## config.mk

```make
export PLATFORM = sky130hd
export DESIGN_NAME = imu_angle_frame_parser
export DESIGN_NICKNAME = d
export VERILOG_FILES = /design/src/sv/imuafp_pkg.sv /design/src/sv/imuafp_ctrl.sv /design/src/sv/imuafp_dp.sv /design/src/sv/imu_angle_frame_parser.sv
export SDC_FILE = /design/constraint.sdc
export NUM_CORES = 1
export LEC_CHECK = 0
export BUFFER_PORTS_ARGS = -buffer_cell sky130_fd_sc_hd__buf_2
export CAP_MARGIN = 40
export CORE_MARGIN = 2
export CORE_UTILIZATION = 45
export CTS_BUF_LIST = sky130_fd_sc_hd__clkbuf_4 sky130_fd_sc_hd__clkbuf_8
export DETAILED_ROUTE_END_ITERATION = 7
export MAX_ROUTING_LAYER = met4
export RECOVER_POWER = 100
export SYNTH_ARGS = -nofsm -noshare
export SYNTH_HDL_FRONTEND = slang
export SYNTH_SLANG_ARGS = --single-unit
export TNS_END_PERCENT = 100
```

## constraint.sdc

```tcl
create_clock -name i_clk -period 10.25 [get_ports i_clk]
set_input_delay 1.025 -clock i_clk [delete_from_list [all_inputs] [get_ports i_clk]]
set_output_delay 1.025 -clock i_clk [all_outputs]
set_load 0.03 [all_outputs]
```

## src/sv/imuafp_pkg.sv

```systemverilog
`timescale 1ns / 1ps

package imuafp_pkg;

    localparam int FRACTION_BITS = 12;
    localparam int GAIN_BITS     = 12;

    localparam int IN_W        = 8;
    localparam int ANGLE_OUT_W = 16;
    localparam int NUM_AXES    = 3;
    localparam int OUT_DATA_W  = ANGLE_OUT_W * NUM_AXES;
    localparam int AXIS_W      = 2;
    localparam int POS_W       = 4;

    localparam int CFG_IDX_W  = 3;
    localparam int CFG_DATA_W = 14;
    localparam int OFFSET_W   = 13;
    localparam int GAIN_W     = 14;

    localparam int RAW_W     = 16;
    localparam int PROD1_W   = 47;
    localparam int ANG_SHIFT = 44 - FRACTION_BITS;
    localparam int ANG_W     = PROD1_W - ANG_SHIFT;
    localparam int SUM_W     = ((ANG_W > OFFSET_W) ? ANG_W : OFFSET_W) + 1;
    localparam int PROD2_W   = SUM_W + GAIN_W;
    localparam int RES_W     = PROD2_W - GAIN_BITS;

    localparam logic signed [31:0] PI_Q29 = 32'sd1686629713;

    localparam logic [IN_W-1:0] HEADER_BYTE = 8'h55;
    localparam logic [IN_W-1:0] TYPE_BYTE   = 8'h53;

    localparam logic [POS_W-1:0] POS_HUNT       = 4'd0;
    localparam logic [POS_W-1:0] POS_TYPE       = 4'd1;
    localparam logic [POS_W-1:0] POS_DATA_FIRST = 4'd2;
    localparam logic [POS_W-1:0] POS_ANGLE_LAST = 4'd7;
    localparam logic [POS_W-1:0] POS_DATA_LAST  = 4'd9;
    localparam logic [POS_W-1:0] POS_CHECK      = 4'd10;

    localparam logic [CFG_IDX_W-1:0] CFG_ROLL_OFFSET  = 3'd0;
    localparam logic [CFG_IDX_W-1:0] CFG_PITCH_OFFSET = 3'd1;
    localparam logic [CFG_IDX_W-1:0] CFG_YAW_OFFSET   = 3'd2;
    localparam logic [CFG_IDX_W-1:0] CFG_ROLL_GAIN    = 3'd3;
    localparam logic [CFG_IDX_W-1:0] CFG_PITCH_GAIN   = 3'd4;
    localparam logic [CFG_IDX_W-1:0] CFG_YAW_GAIN     = 3'd5;

    localparam logic signed [OFFSET_W-1:0] RST_ROLL_OFFSET  = -13'sd164;
    localparam logic signed [OFFSET_W-1:0] RST_PITCH_OFFSET = 13'sd225;
    localparam logic signed [OFFSET_W-1:0] RST_YAW_OFFSET   = 13'sd0;
    localparam logic signed [GAIN_W-1:0]   RST_ROLL_GAIN    = -14'sd2662;
    localparam logic signed [GAIN_W-1:0]   RST_PITCH_GAIN   = -14'sd4096;
    localparam logic signed [GAIN_W-1:0]   RST_YAW_GAIN     = -14'sd4096;

    localparam logic [AXIS_W-1:0] LAST_AXIS = AXIS_W'(NUM_AXES - 1);

    typedef enum logic [3:0] {
        ST_RECV  = 4'b0001,
        ST_MUL1  = 4'b0010,
        ST_MUL2  = 4'b0100,
        ST_STORE = 4'b1000
    } t_state;

    typedef struct packed {
        logic              accept;
        logic              mul1;
        logic              mul2;
        logic              store;
        logic [AXIS_W-1:0] axis;
    } t_cmd;

    typedef struct packed {
        logic at_check;
        logic frame_good;
    } t_status;

endpackage

```

## src/sv/imuafp_ctrl.sv

```systemverilog
`timescale 1ns / 1ps

module imuafp_ctrl (
    input  logic                i_clk,
    input  logic                i_rst_n,
    input  logic                i_in_valid,
    input  logic                i_out_ready,
    input  imuafp_pkg::t_status i_status,
    output logic                o_in_ready,
    output logic                o_out_valid,
    output imuafp_pkg::t_cmd    o_cmd
);
    import imuafp_pkg::*;

    t_state            r_state, n_state;
    logic [AXIS_W-1:0] r_axis, n_axis;
    logic              r_out_valid, n_out_valid;
    logic              w_accept;

    // checksum byte waits while the previous result is still pending
    assign o_in_ready  = (r_state == ST_RECV) && !(i_status.at_check && r_out_valid);
    assign w_accept    = i_in_valid && o_in_ready;
    assign o_out_valid = r_out_valid;

    assign o_cmd.accept = w_accept;
    assign o_cmd.mul1   = (r_state == ST_MUL1);
    assign o_cmd.mul2   = (r_state == ST_MUL2);
    assign o_cmd.store  = (r_state == ST_STORE);
    assign o_cmd.axis   = r_axis;

    always_comb begin
        n_state     = r_state;
        n_axis      = r_axis;
        n_out_valid = r_out_valid && !i_out_ready;
        unique case (r_state)
            ST_RECV: begin
                if (w_accept && i_status.frame_good) begin
                    n_state = ST_MUL1;
                    n_axis  = '0;
                end
            end
            ST_MUL1:  n_state = ST_MUL2;
            ST_MUL2:  n_state = ST_STORE;
            ST_STORE: begin
                if (r_axis == LAST_AXIS) begin
                    n_state     = ST_RECV;
                    n_out_valid = 1'b1;
                end else begin
                    n_state = ST_MUL1;
                    n_axis  = r_axis + 1'b1;
                end
            end
            default:  n_state = ST_RECV;
        endcase
    end

    always_ff @(posedge i_clk) begin
        if (!i_rst_n) begin
            r_state     <= ST_RECV;
            r_axis      <= '0;
            r_out_valid <= 1'b0;
        end else begin
            r_state     <= n_state;
            r_axis      <= n_axis;
            r_out_valid <= n_out_valid;
        end
    end

    a_good_starts_calc: assert property (@(posedge i_clk) disable iff (!i_rst_n)
        (w_accept && i_status.frame_good) |=> (r_state == ST_MUL1) && (r_axis == '0))
        else $error("good frame did not start calculation");

    a_valid_after_last: assert property (@(posedge i_clk) disable iff (!i_rst_n)
        $rose(r_out_valid) |-> $past(r_state == ST_STORE && r_axis == LAST_AXIS))
        else $error("result valid without finishing all axes");

    a_axis_range: assert property (@(posedge i_clk) disable iff (!i_rst_n)
        r_axis <= LAST_AXIS)
        else $error("axis counter out of range");

    a_no_overwrite: assert property (@(posedge i_clk) disable iff (!i_rst_n)
        (r_state == ST_STORE && r_axis == LAST_AXIS) |-> !r_out_valid)
        else $error("result overwritten while pending");

endmodule

```

## src/sv/imuafp_dp.sv

```systemverilog
`timescale 1ns / 1ps

module imuafp_dp (
    input  logic                                  i_clk,
    input  logic                                  i_rst_n,
    input  imuafp_pkg::t_cmd                      i_cmd,
    input  logic [imuafp_pkg::IN_W-1:0]           i_byte,
    input  logic                                  i_cfg_wr_en,
    input  logic [imuafp_pkg::CFG_IDX_W-1:0]      i_cfg_idx,
    input  logic [imuafp_pkg::CFG_DATA_W-1:0]     i_cfg_wdata,
    output imuafp_pkg::t_status                   o_status,
    output logic [imuafp_pkg::OUT_DATA_W-1:0]     o_result
);
    import imuafp_pkg::*;

    logic [POS_W-1:0] r_pos, n_pos;
    logic [IN_W-1:0]  r_sum, n_sum;
    logic [RAW_W-1:0] r_raw [NUM_AXES];

    logic signed [OFFSET_W-1:0] r_offset [NUM_AXES];
    logic signed [GAIN_W-1:0]   r_gain   [NUM_AXES];

    logic signed [PROD1_W-1:0]     r_prod1;
    logic signed [PROD2_W-1:0]     r_prod2;
    logic [ANGLE_OUT_W-1:0]        r_result [NUM_AXES];

    logic [POS_W-1:0]        w_idx;
    logic signed [ANG_W-1:0] w_ang;
    logic signed [SUM_W-1:0] w_sum;
    logic signed [RES_W-1:0] w_res;
    logic [ANGLE_OUT_W-1:0]  w_sat;

    localparam logic signed [RES_W-1:0] SAT_HI = RES_W'(32767);
    localparam logic signed [RES_W-1:0] SAT_LO = RES_W'(-32768);

    assign o_status.at_check   = (r_pos == POS_CHECK);
    assign o_status.frame_good = (r_pos == POS_CHECK) && (i_byte == r_sum);

    assign w_idx = r_pos - POS_DATA_FIRST;

    always_comb begin
        n_pos = r_pos;
        n_sum = r_sum;
        if (r_pos == POS_TYPE) begin
            if (i_byte == TYPE_BYTE) begin
                n_sum = r_sum + i_byte;
                n_pos = POS_DATA_FIRST;
            end else if (i_byte == HEADER_BYTE) begin
                n_sum = HEADER_BYTE;
                n_pos = POS_TYPE;
            end else begin
                n_sum = '0;
                n_pos = POS_HUNT;
            end
        end else if (r_pos >= POS_DATA_FIRST && r_pos <= POS_DATA_LAST) begin
            n_sum = r_sum + i_byte;
            n_pos = r_pos + 1'b1;
        end else if (r_pos == POS_CHECK) begin
            n_sum = '0;
            n_pos = POS_HUNT;
        end else if (i_byte == HEADER_BYTE) begin
            n_sum = HEADER_BYTE;
            n_pos = POS_TYPE;
        end else begin
            n_sum = '0;
            n_pos = POS_HUNT;
        end
    end

    always_ff @(posedge i_clk) begin
        if (!i_rst_n) begin
            r_pos <= POS_HUNT;
            r_sum <= '0;
        end else if (i_cmd.accept) begin
            r_pos <= n_pos;
            r_sum <= n_sum;
        end
    end

    always_ff @(posedge i_clk) begin
        if (i_cmd.accept && r_pos >= POS_DATA_FIRST && r_pos <= POS_ANGLE_LAST) begin
            if (w_idx[0]) begin
                r_raw[w_idx[AXIS_W:1]][15:8] <= i_byte;
            end else begin
                r_raw[w_idx[AXIS_W:1]][7:0] <= i_byte;
            end
        end
    end

    always_ff @(posedge i_clk) begin
        if (!i_rst_n) begin
            r_offset[0] <= RST_ROLL_OFFSET;
            r_offset[1] <= RST_PITCH_OFFSET;
            r_offset[2] <= RST_YAW_OFFSET;
            r_gain[0]   <= RST_ROLL_GAIN;
            r_gain[1]   <= RST_PITCH_GAIN;
            r_gain[2]   <= RST_YAW_GAIN;
        end else if (i_cfg_wr_en) begin
            unique case (i_cfg_idx)
                CFG_ROLL_OFFSET:  r_offset[0] <= i_cfg_wdata[OFFSET_W-1:0];
                CFG_PITCH_OFFSET: r_offset[1] <= i_cfg_wdata[OFFSET_W-1:0];
                CFG_YAW_OFFSET:   r_offset[2] <= i_cfg_wdata[OFFSET_W-1:0];
                CFG_ROLL_GAIN:    r_gain[0]   <= i_cfg_wdata[GAIN_W-1:0];
                CFG_PITCH_GAIN:   r_gain[1]   <= i_cfg_wdata[GAIN_W-1:0];
                CFG_YAW_GAIN:     r_gain[2]   <= i_cfg_wdata[GAIN_W-1:0];
                default: ;
            endcase
        end
    end

    // raw * pi / 32768 in Q(FRACTION_BITS), then offset and gain
    assign w_ang = r_prod1[PROD1_W-1:ANG_SHIFT];
    assign w_sum = SUM_W'(w_ang) + SUM_W'(r_offset[i_cmd.axis]);
    assign w_res = r_prod2[PROD2_W-1:GAIN_BITS];

    always_comb begin
        if (w_res > SAT_HI) begin
            w_sat = 16'h7FFF;
        end else if (w_res < SAT_LO) begin
            w_sat = 16'h8000;
        end else begin
            w_sat = w_res[ANGLE_OUT_W-1:0];
        end
    end

    always_ff @(posedge i_clk) begin
        if (i_cmd.mul1) begin
            r_prod1 <= PROD1_W'($signed(r_raw[i_cmd.axis])) * PROD1_W'(PI_Q29);
        end
        if (i_cmd.mul2) begin
            r_prod2 <= PROD2_W'(w_sum) * PROD2_W'(r_gain[i_cmd.axis]);
        end
        if (i_cmd.store) begin
            r_result[i_cmd.axis] <= w_sat;
        end
    end

    assign o_result = {r_result[2], r_result[1], r_result[0]};

endmodule

```

## src/sv/imu_angle_frame_parser.sv

```systemverilog
`timescale 1ns / 1ps
// Channel   Dir  Handshake                    Payload (low bit first)
// s_axis    in   s_axis_tvalid/s_axis_tready  rx_byte[7:0]
// m_axis    out  m_axis_tvalid/m_axis_tready  roll_angle, pitch_angle, yaw_angle
// cfg       in   i_cfg_wr_en                  index i_cfg_idx, data i_cfg_wdata
//
// One byte per cycle while a frame is received. A good checksum byte starts
// a computation (3 axes x multiply, multiply, saturate on one shared
// datapath) during which no byte is taken.
// A checksum byte is held off while the previous result is still not taken.
// Synchronous active-low reset: hunting for header, registers to defaults.

module imu_angle_frame_parser (
    input  logic                                  i_clk,
    input  logic                                  i_rst_n,
    input  logic                                  s_axis_tvalid,
    output logic                                  s_axis_tready,
    input  logic [imuafp_pkg::IN_W-1:0]           s_axis_tdata,  // rx_byte
    output logic                                  m_axis_tvalid,
    input  logic                                  m_axis_tready,
    // roll_angle[15:0], pitch_angle[31:16], yaw_angle[47:32]
    output logic [imuafp_pkg::OUT_DATA_W-1:0]     m_axis_tdata,
    input  logic                                  i_cfg_wr_en,
    input  logic [imuafp_pkg::CFG_IDX_W-1:0]      i_cfg_idx,
    input  logic [imuafp_pkg::CFG_DATA_W-1:0]     i_cfg_wdata
);
    import imuafp_pkg::*;

    t_cmd    w_cmd;
    t_status w_status;

    imuafp_ctrl u_ctrl (
        .i_clk       (i_clk),
        .i_rst_n     (i_rst_n),
        .i_in_valid  (s_axis_tvalid),
        .i_out_ready (m_axis_tready),
        .i_status    (w_status),
        .o_in_ready  (s_axis_tready),
        .o_out_valid (m_axis_tvalid),
        .o_cmd       (w_cmd)
    );

    imuafp_dp u_dp (
        .i_clk       (i_clk),
        .i_rst_n     (i_rst_n),
        .i_cmd       (w_cmd),
        .i_byte      (s_axis_tdata),
        .i_cfg_wr_en (i_cfg_wr_en),
        .i_cfg_idx   (i_cfg_idx),
        .i_cfg_wdata (i_cfg_wdata),
        .o_status    (w_status),
        .o_result    (m_axis_tdata)
    );

endmodule

```

# After elaboration in Yosys (flattened, before gate mapping)
# Memories as Yosys holds them, arrays and structs flattened. A register that Yosys moved wholly into a read port is not among the register bits.
# Cells that the tools add are included.
[word_totals]
regBits = 96
mem_bits_rw = 177
input_bits = 30
out_inout_bits = 50
n_memories = 4
[memory_table]
columns = ["memory", "words", "word_bits", "read_ports", "rd_ports_with_merged_regs", "wr", "line", "rtl"]
rows = [
  ["u_dp.r_raw", 3, 16, 1, 1, 1, "imuafp_dp.sv:18", "logic [RAW_W-1:0] r_raw [NUM_AXES];"],
  ["u_dp.r_result", 3, 16, 3, 0, 1, "imuafp_dp.sv:25", "logic [ANGLE_OUT_W-1:0] r_result [NUM_AXES];"],
  ["u_dp.r_gain", 3, 14, 1, 1, 3, "imuafp_dp.sv:21", "logic signed [GAIN_W-1:0] r_gain [NUM_AXES];"],
  ["u_dp.r_offset", 3, 13, 1, 1, 3, "imuafp_dp.sv:20", "logic signed [OFFSET_W-1:0] r_offset [NUM_AXES];"],
]
[op_classes]
n_addsub = 5
mul = 2
order_cmp = 5
eq_ne = 17
mux = 65
n_bitwise = 6
n_reduce_logical = 14
[ops]
columns = ["operator", "n"]
rows = [
  ["16-bit by 32-bit multiplier with 47-bit output, second input constant", 1],
  ["14-bit two-way mux", 3],
  ["13-bit two-way mux", 3],
  ["1-bit two-way mux", 36],
  ["16-bit two-way mux", 2],
  ["8-bit two-way mux", 4],
  ["16-bit by 14-bit multiplier with 30-bit output", 1],
  ["4-bit two-way mux", 5],
  ["18-bit by 16-bit greater-than comparator with 1-bit output, second input constant", 1],
  ["18-bit by 16-bit < comparator with 1-bit output, second input constant", 1],
  ["2-bit two-way mux", 9],
  ["15-bit by 13-bit adder with 16-bit output", 1],
  ["8-bit by 7-bit == test with 1-bit output, second input constant", 2],
  ["4-bit case mux with 4 select lines", 1],
  ["1-bit logical AND", 9],
  ["8-bit adder", 1],
  ["4-bit by 1-bit == test with 1-bit output, second input constant", 2],
  ["4-bit == test, second input constant", 2],
  ["8-bit == test", 1],
  ["7-bit two-way mux", 1],
  ["3-bit by 2-bit == test with 1-bit output, second input constant", 2],
  ["3-bit == test, second input constant", 2],
  ["1-bit bitwise OR", 6],
  ["4-bit by 1-bit adder with 4-bit output, second input constant", 1],
  ["15 further kinds", 17],
]

# Logic depth before layout (Yosys ltp)
# Gate-level depths: netlist of the first run.
[depth]
word_depth = 10
ltp_mapped = 37

# By module
# A second synthesis of the first run with hierarchy kept.
[hier_totals]
cells_unflattened = 2378
area_unflattened_um2 = 25156.6
[modules_own_cells]
columns = ["module", "instances", "cells_per_inst", "area_each_um2"]
rows = [
  ["imuafp_dp", 1, 2336, 24756.2],
  ["imuafp_ctrl", 1, 42, 400.4],
]

# Worst setup path before layout of the first run
# No wires, ideal clock.
[synth_path]
kind = "register -> register"
startpoint = "register (tool-made name)"
endpoint = "register u_dp.r_prod2[28], data pin"
setup_time_ns = 0.258
arrival_ns = 8.896
required_time_ns = 9.992
slack_ns = 1.096
path_stages_with_launch = 34
period_less_slack_ns = 9.154
cell_sequence = "dfxtp_1 > buf_6 > clkbuf_1 > buf_1 > mux2i_1 > o21ai_0 > ha_1 > fa_1 > a21o_1 > a21oi_2 > o21bai_1 > a21oi_2 > o21bai_1 > a211oi_2 > nor3_1 > or3b_2 > fa_1 > inv_1 > fa_1 > fa_1 > fa_1 > fa_1 > inv_1 > fa_1 > inv_1 > ha_1 > a21o_1 > a21oi_1 > o21bai_1 > a221o_1 > o31ai_1 > nand3b_1 > a21oi_1 > xnor2_1"
[synth_lines]
columns = ["item", "line", "rtl"]
rows = [
  ["end signal: assignment", "imuafp_dp.sv:131", "r_prod2 <= PROD2_W'(w_sum) * PROD2_W'(r_gain[i_cmd.axis]);"],
  ["end: declaration", "imuafp_dp.sv:24", "logic signed [PROD2_W-1:0] r_prod2;"],
]

==> results.py, run 1 <==
metrics = {
    "placement": {
        "place.gp.congestion": 0.921,
        "place_hpwl_mm": 50.6,
        "io_buffers": 79,
    },
    "setup_path": {
        "cp_data_arrival_time_ns": 9.76,
        "crit_top_cell": "fa_1",
        "required_ns": 10.57,
        "path_class": "reg2reg",
        "worst-path-max-fanout": 14,
        "cp.buffers_inverters": 4,
        "crit_family": "adder cells",
        "slowest_stage": "xor2_1",
        "cp-start-kind": "register",
        "end_kind": "register",
        "max_stage_delay_ns": 0.73,
    },
    "yosys": {
        "netlist_area_um2": 25700,
        "synth_ff_type": "edfxtp_1",
        "syn_nets": 3140,
        "synth_cell_types": 76,
        "synth_most_common_cell": "inv_1",
        "postSynthAreaPerCell_um2": 10.4,
        "seq_area_frac_synth_pct": 26.2,
        "yosysTopAreaCell": "fa_1",
        "synth_seq_cells": 231,
        "ys_warn_count": 0,
        "synthTopCellsByArea": "fa_1, edfxtp_1, ha_1",
        "async_reset_ff_share_pct": 0,
        "netlist_top_cells_count": "inv_1, fa_1, ha_1, edfxtp_1, nor2_1",
        "synth-edff-count": 210,
        "synthCells": 2460,
        "netlist.area_leader.share_pct": 29.1,
    },
    "final_layout": {
        "final_layout_size_suffix_gt1_share_pct": 5.25,
        "multiInputGateArea_um2": 16700,
        "syn_to_final_growth_pct": 8.04,
        "fin_nets": 3244,
        "seq_area_um2": 6730,
        "fillers": 5394,
    },
    "clock_network": {
        "clock_latency_ns": 0.58,
        "cts_setup_buffers": 0,
        "cts_num_sinks": 231,
        "cts_tree": "done",
        "postCtsHoldBufs": 0,
        "numCtsBuffers": 36,
        "clk_pin_slew_ns": 0.07,
        "h-tree-depth": 2,
        "clockBufferDepth": 3,
        "cts-root-buf": "clkbuf_8",
        "postCtsResizedCells": 0,
    },
    "floorplan": {
        "core_area_um2": 56400,
        "rows": 87,
        "start_util_pct": 45.6,
        "die-area_um2": 59000,
        "die_w_um": 243,
        "io-pin-count": 80,
        "dieHeight_um": 243,
    },
    "sta": {
        "rsz0062_at_grt": "false",
        "setup_tns_ns": 0,
        "finalSetupViolations": 0,
        "fmax_mhz": 106,
        "hold_viol_final": 0,
        "min_period_ns": 9.43,
        "skew_ns": 0.0366,
        "post-route-period-util_pct": 92.0,
        "tightest_slew_ns": 1.33,
        "drv_slew": 0,
        "slew_headroom_pct": 11.6,
    },
    "global_routing": {
        "grt_max_degree": 48,
        "grt_pass1_vias": 18400,
        "grt_use_total_pct": 22.2,
        "overflow": 0,
        "antenna_found_initial": 0,
        "grt_pass1_wl_mm": 99.9,
    },
    "detailed_routing": {
        "dr.pass1.iters": 5,
        "vias": 17400,
        "drt-total-wl_mm": 61.4,
        "routedWlPerCell_um": 18.3,
        "drtIter0Drc": 1009,
        "drc": 0,
        "ant_nets": 0,
        "viasPerCell": 5.20,
    },
    "job": {
        "cap_violations": 0,
    },
    "status": {
        "outcome": "complete, no violations",
    },
    "hold_path": {
        "min_path_type": "reg2reg",
    },
}
-- final timing paths --
path	startpoint	to	slack, ns	cells past startpoint
hold / removal	u_ctrl.o_out_valid	u_ctrl.o_out_valid	0.52	2
hold reg to reg	u_ctrl.o_out_valid	u_ctrl.o_out_valid	0.52	2
setup / recovery	register	u_dp.r_prod2[26]	0.82	31
setup reg to reg	register	u_dp.r_prod2[26]	0.82	31
-- metrics by stage --
stage / setup slack, ns / utilization, % / instance area (µm²) / hold slack, ns / cells
after CTS: 0.960 / 49.8 / 28100 / 0.517 / 3345
final: 0.819 / 49.2 / 27800 / 0.519 / 3346
after floorplan: 1.10 / - / 25700 / 0.482 / 2460
after detailed placement: 0.979 / 48.4 / 27300 / 0.506 / 3282
after global routing: 0.197 / 49.2 / 27800 / 0.550 / 3345
after global placement: 1.14 / 48.0 / 27100 / 0.488 / 3263
-- sequential cells by signal, indices dropped and copies added, names as in the netlist, named ones only --
signal,flops
u_dp.r_raw,48
u_dp.r_result,48
u_dp.r_gain,42
u_dp.r_offset,39
u_dp.r_prod2,18
u_dp.r_prod1,15
u_dp.r_sum,8
u_ctrl.r_state,4
u_dp.r_pos,4
u_ctrl.r_axis,2
u_ctrl.o_out_valid,1
-- routing by layer --
layer | vias to the layer above | wire, µm | GRT usage [%] | part of all wire, %
met5 | - | 0 | - | 0
met4 | 0 | 1380 | 5.11 | 2.2
met3 | 87 | 3440 | 3.36 | 5.6
met2 | 449 | 29300 | 36.0 | 48
met1 | 8688 | 27300 | 29.6 | 44
li1 | 8185 | - | - | -
-- cell type report --
cell class                      instances  area share (%)
Multi-Input combinational cell       1649            60.2
Sequential cell                       231            24.2
Inverter                              512            6.92
Tap cell                              756            3.41
Timing Repair Buffer                  134            2.48
Clock buffer                           41            1.94
Clock inverter                         22           0.793
Antenna cell                            1         0.00902
-- tightest hold or removal path, stage by stage (launching register included) --
cell and delay [ns]:
dfxtp_1 0.33, nand2b_1 0.07, a21boi_0 0.07
-- placed cells by master (no fill, tap or decap), types with 43 or more instances in the layout --
| cell | instances |
|---|---|
| xnor2_1 | 45 |
| a21oi_1 | 79 |
| nor2_1 | 191 |
| nand2_1 | 161 |
| fa_1 | 373 |
| mux2i_1 | 43 |
| clkbuf_1 | 76 |
| o21ai_0 | 67 |
| inv_1 | 512 |
| ha_1 | 277 |
| edfxtp_1 | 210 |
-- cells by family (layout without fill, tap and decap cells) --
| group | Yosys count | count (layout) | share of synthesized area [%] |
|---|---|---|---|
| AOI/OAI and AO/OA | 295 | 295 | 7.52 |
| DFF | 231 | 231 | 26.2 |
| buffers and inverters | 580 | 709 | 8.52 |
| other | 0 | 1 | 0 |
| adders and majority gates | 650 | 650 | 42.6 |
| xor gates and xnor gates | 64 | 64 | 2.18 |
| muxes | 45 | 45 | 1.83 |
| and+or+nand+nor | 595 | 595 | 11.2 |
Power of run 1 is not shown: default switching activity piles up to over one toggle a cycle in this logic, so the estimate is an artifact.
==> run 2, diff against run 1 <==
--- a/config.mk
+++ b/config.mk
@@ -5,6 +5,7 @@
 export SDC_FILE = /design/constraint.sdc
 export NUM_CORES = 1
 export LEC_CHECK = 0
+export ABC_AREA = 1
 export BUFFER_PORTS_ARGS = -buffer_cell sky130_fd_sc_hd__buf_2
 export CAP_MARGIN = 40
 export CORE_MARGIN = 2
==> constraint.sdc (replaced) <==
create_clock -name i_clk -period 9.8 [get_ports i_clk]
set_input_delay 0.98 -clock i_clk [delete_from_list [all_inputs] [get_ports i_clk]]
set_output_delay 0.98 -clock i_clk [all_outputs]
set_load 0.03 [all_outputs]
==> run 2 against run 1 <==
Area after synthesis grew 2.8%. Flip-flop and latch count is the same. First-iteration DRC count grew 27%. Design area grew 2.7%. Critical path depth grew 1. Final cell count grew 14%. Global-route usage grew 2.2 points. Setup slack gained 0.27 ns. Synthesized cell count grew 18%. Routed wire length grew 13%. Clock skew shrank 0.011 ns. Highest routed layer unchanged.
==> results.py, run 2 <==
metrics = {
    "detailed_routing": {
        "routedWlPerCell_um": 18.2,
        "drc": 0,
        "vias": 19700,
        "drtIter0Drc": 1284,
        "drt-total-wl_mm": 69.5,
        "ant_nets": 0,
        "viasPerCell": 5.14,
        "dr.pass1.iters": 6,
    },
    "setup_path": {
        "worst-path-max-fanout": 26,
        "cp-start-kind": "register",
        "slowest_stage": "fa_1",
        "cp_data_arrival_time_ns": 9.01,
        "max_stage_delay_ns": 0.58,
        "required_ns": 10.10,
        "path_class": "reg2reg",
        "regToRegSetupSlack_ns": 1.09,
        "r2r_cells": 32,
        "timing.rr.end": "u_dp.r_prod2[29]",
        "end_kind": "register",
        "crit_top_cell": "nand2_1",
    },
    "status": {
        "outcome": "complete, no violations",
    },
    "sta": {
        "drv_slew": 0,
        "finalSetupViolations": 0,
        "setup_tns_ns": 0,
        "min_period_ns": 8.71,
        "skew_ns": 0.0258,
        "tightest_slew_ns": 1.41,
        "rsz0062_at_grt": "false",
        "post-route-period-util_pct": 88.9,
        "fmax_mhz": 115,
        "hold_viol_final": 0,
        "slew_headroom_pct": 4.73,
    },
    "clock_network": {
        "cts_setup_buffers": 0,
        "h-tree-depth": 2,
        "cts_num_sinks": 231,
        "cts-root-buf": "clkbuf_8",
        "postCtsHoldBufs": 0,
        "clockBufferDepth": 3,
        "clock_latency_ns": 0.57,
        "clk_pin_slew_ns": 0.06,
        "numCtsBuffers": 38,
        "postCtsResizedCells": 0,
        "cts_tree": "done",
    },
    "final_layout": {
        "fin_nets": 3709,
        "final_common_cell": "inv_1",
        "layout_common_cells": "inv_1, nand2_1, fa_1",
        "antenna-diode-count": 0,
        "finish.utilization_pct": 49.2,
        "syn_to_final_growth_pct": 7.91,
        "final_layout_size_suffix_gt1_share_pct": 5.14,
        "final_cell_area_um2": 28500,
    },
    "global_routing": {
        "grt_use_total_pct": 24.4,
        "grt_pass1_vias": 20700,
        "grt_pass1_wl_mm": 111,
        "antenna_found_initial": 0,
        "overflow": 0,
        "grt_max_degree": 47,
    },
    "floorplan": {
        "rows": 88,
        "start_util_pct": 45.6,
        "die-area_um2": 60600,
        "io-pin-count": 80,
        "core_area_um2": 57900,
        "dieHeight_um": 246,
        "die_w_um": 246,
    },
    "yosys": {
        "synth_most_common_cell": "inv_1",
        "synthCells": 2911,
        "ys_warn_count": 0,
        "synth_cell_types": 51,
        "netlist_area_um2": 26400,
        "synth-edff-count": 210,
        "netlist_top_cells_count": "inv_1, nand2_1, fa_1, nor2_1, ha_1",
        "synth_seq_cells": 231,
        "seq_area_frac_synth_pct": 25.5,
        "postSynthAreaPerCell_um2": 9.07,
        "synthTopCellsByArea": "fa_1, edfxtp_1, ha_1",
        "synth_ff_type": "edfxtp_1",
        "yosysTopAreaCell": "fa_1",
        "netlist.area_leader.share_pct": 28.3,
        "syn_nets": 3591,
        "async_reset_ff_share_pct": 0,
    },
    "placement": {
        "place_hpwl_mm": 58.0,
        "io_buffers": 79,
        "post_dp_cell_area_um2": 27900,
        "place.gp.congestion": 0.977,
    },
    "hold_path": {
        "hp-start": "u_dp.r_sum[7]",
        "whs_path_depth": 2,
        "min_path_type": "reg2reg",
        "min_to": "u_dp.r_sum[7]",
    },
    "job": {
        "cap_violations": 0,
    },
}
-- run 2: cell types whose count changed after synthesis, moves of 42 or more --
cell,before,now
a21oi_1,78,159
mux2i_1,42,0
inv_1,512,707
clkbuf_1,58,15
nor2_1,191,304
nand3_1,42,89
nand2_1,161,446
-- run 2: through the flow --
step	std cells	setup slack, ns	hold slack [ns]
final	3822	1.09	0.480
after global routing	3822	0.442	0.511
after CTS	3822	1.44	0.482
after detailed placement	3754	1.47	0.472
after global placement	3750	1.53	0.459
after floorplan	2911	2.29	0.445
-- run 2: kinds of logic after synthesis --
group,after synthesis,share of synthesized area [%]
AOI/OAI and AO/OA,304,6.43
xor gates and xnor gates,38,1.42
adders and majority gates,650,41.4
buffers and inverters,756,10.9
DFF,231,25.5
and+or+nand+nor,932,14.4
-- run 2: routing by layer --
layer / global-route usage, % / vias up / share of wire (%)
met5: - / - / 0
met2: 39.6 / 541 / 47
met4: 6.29 / 0 / 2.6
met1: 32.7 / 9715 / 44
li1: - / 9275 / -
met3: 2.86 / 120 / 5.5
-- run 2: worst max-delay path: cells and delay by family, from the launching register on --
kind                     cells  cell delay [ns]
adder cells (fa/ha/maj)      8             3.76
AND/OR/NAND/NOR             11             1.68
buffers and inverters        6             1.41
AO/OA/AOI/OAI                6             0.91
flip-flops                   1             0.51
XOR/XNOR                     1             0.14
-- run 2: area by class of cell --
| cell class | instances | area (µm²) |
|---|---|---|
| fill | 5591 | 29400 |
| multi-input combinational | 1924 | 16800 |
| sequential | 231 | 6730 |
| inverter | 714 | 2680 |
| tap | 765 | 957 |
| clock buffer | 52 | 628 |
| timing repair buffer | 120 | 592 |
| clock inverter | 16 | 110 |
-- run 2: worst max path at each step --
stage / endpoint / depth (start not counted) / slack (ns) / startpoint
after CTS: u_dp.r_prod2[29] / 31 / 1.44 / register
after detailed placement: u_dp.r_prod2[29] / 31 / 1.47 / register
after global placement: u_dp.r_prod2[29] / 31 / 1.53 / register
final: u_dp.r_prod2[29] / 32 / 1.09 / register
after global routing: u_dp.r_prod2[29] / 32 / 0.44 / register
after floorplan: u_dp.r_prod2[29] / 40 / 2.29 / register
Power of run 2 is left out for the same reason.
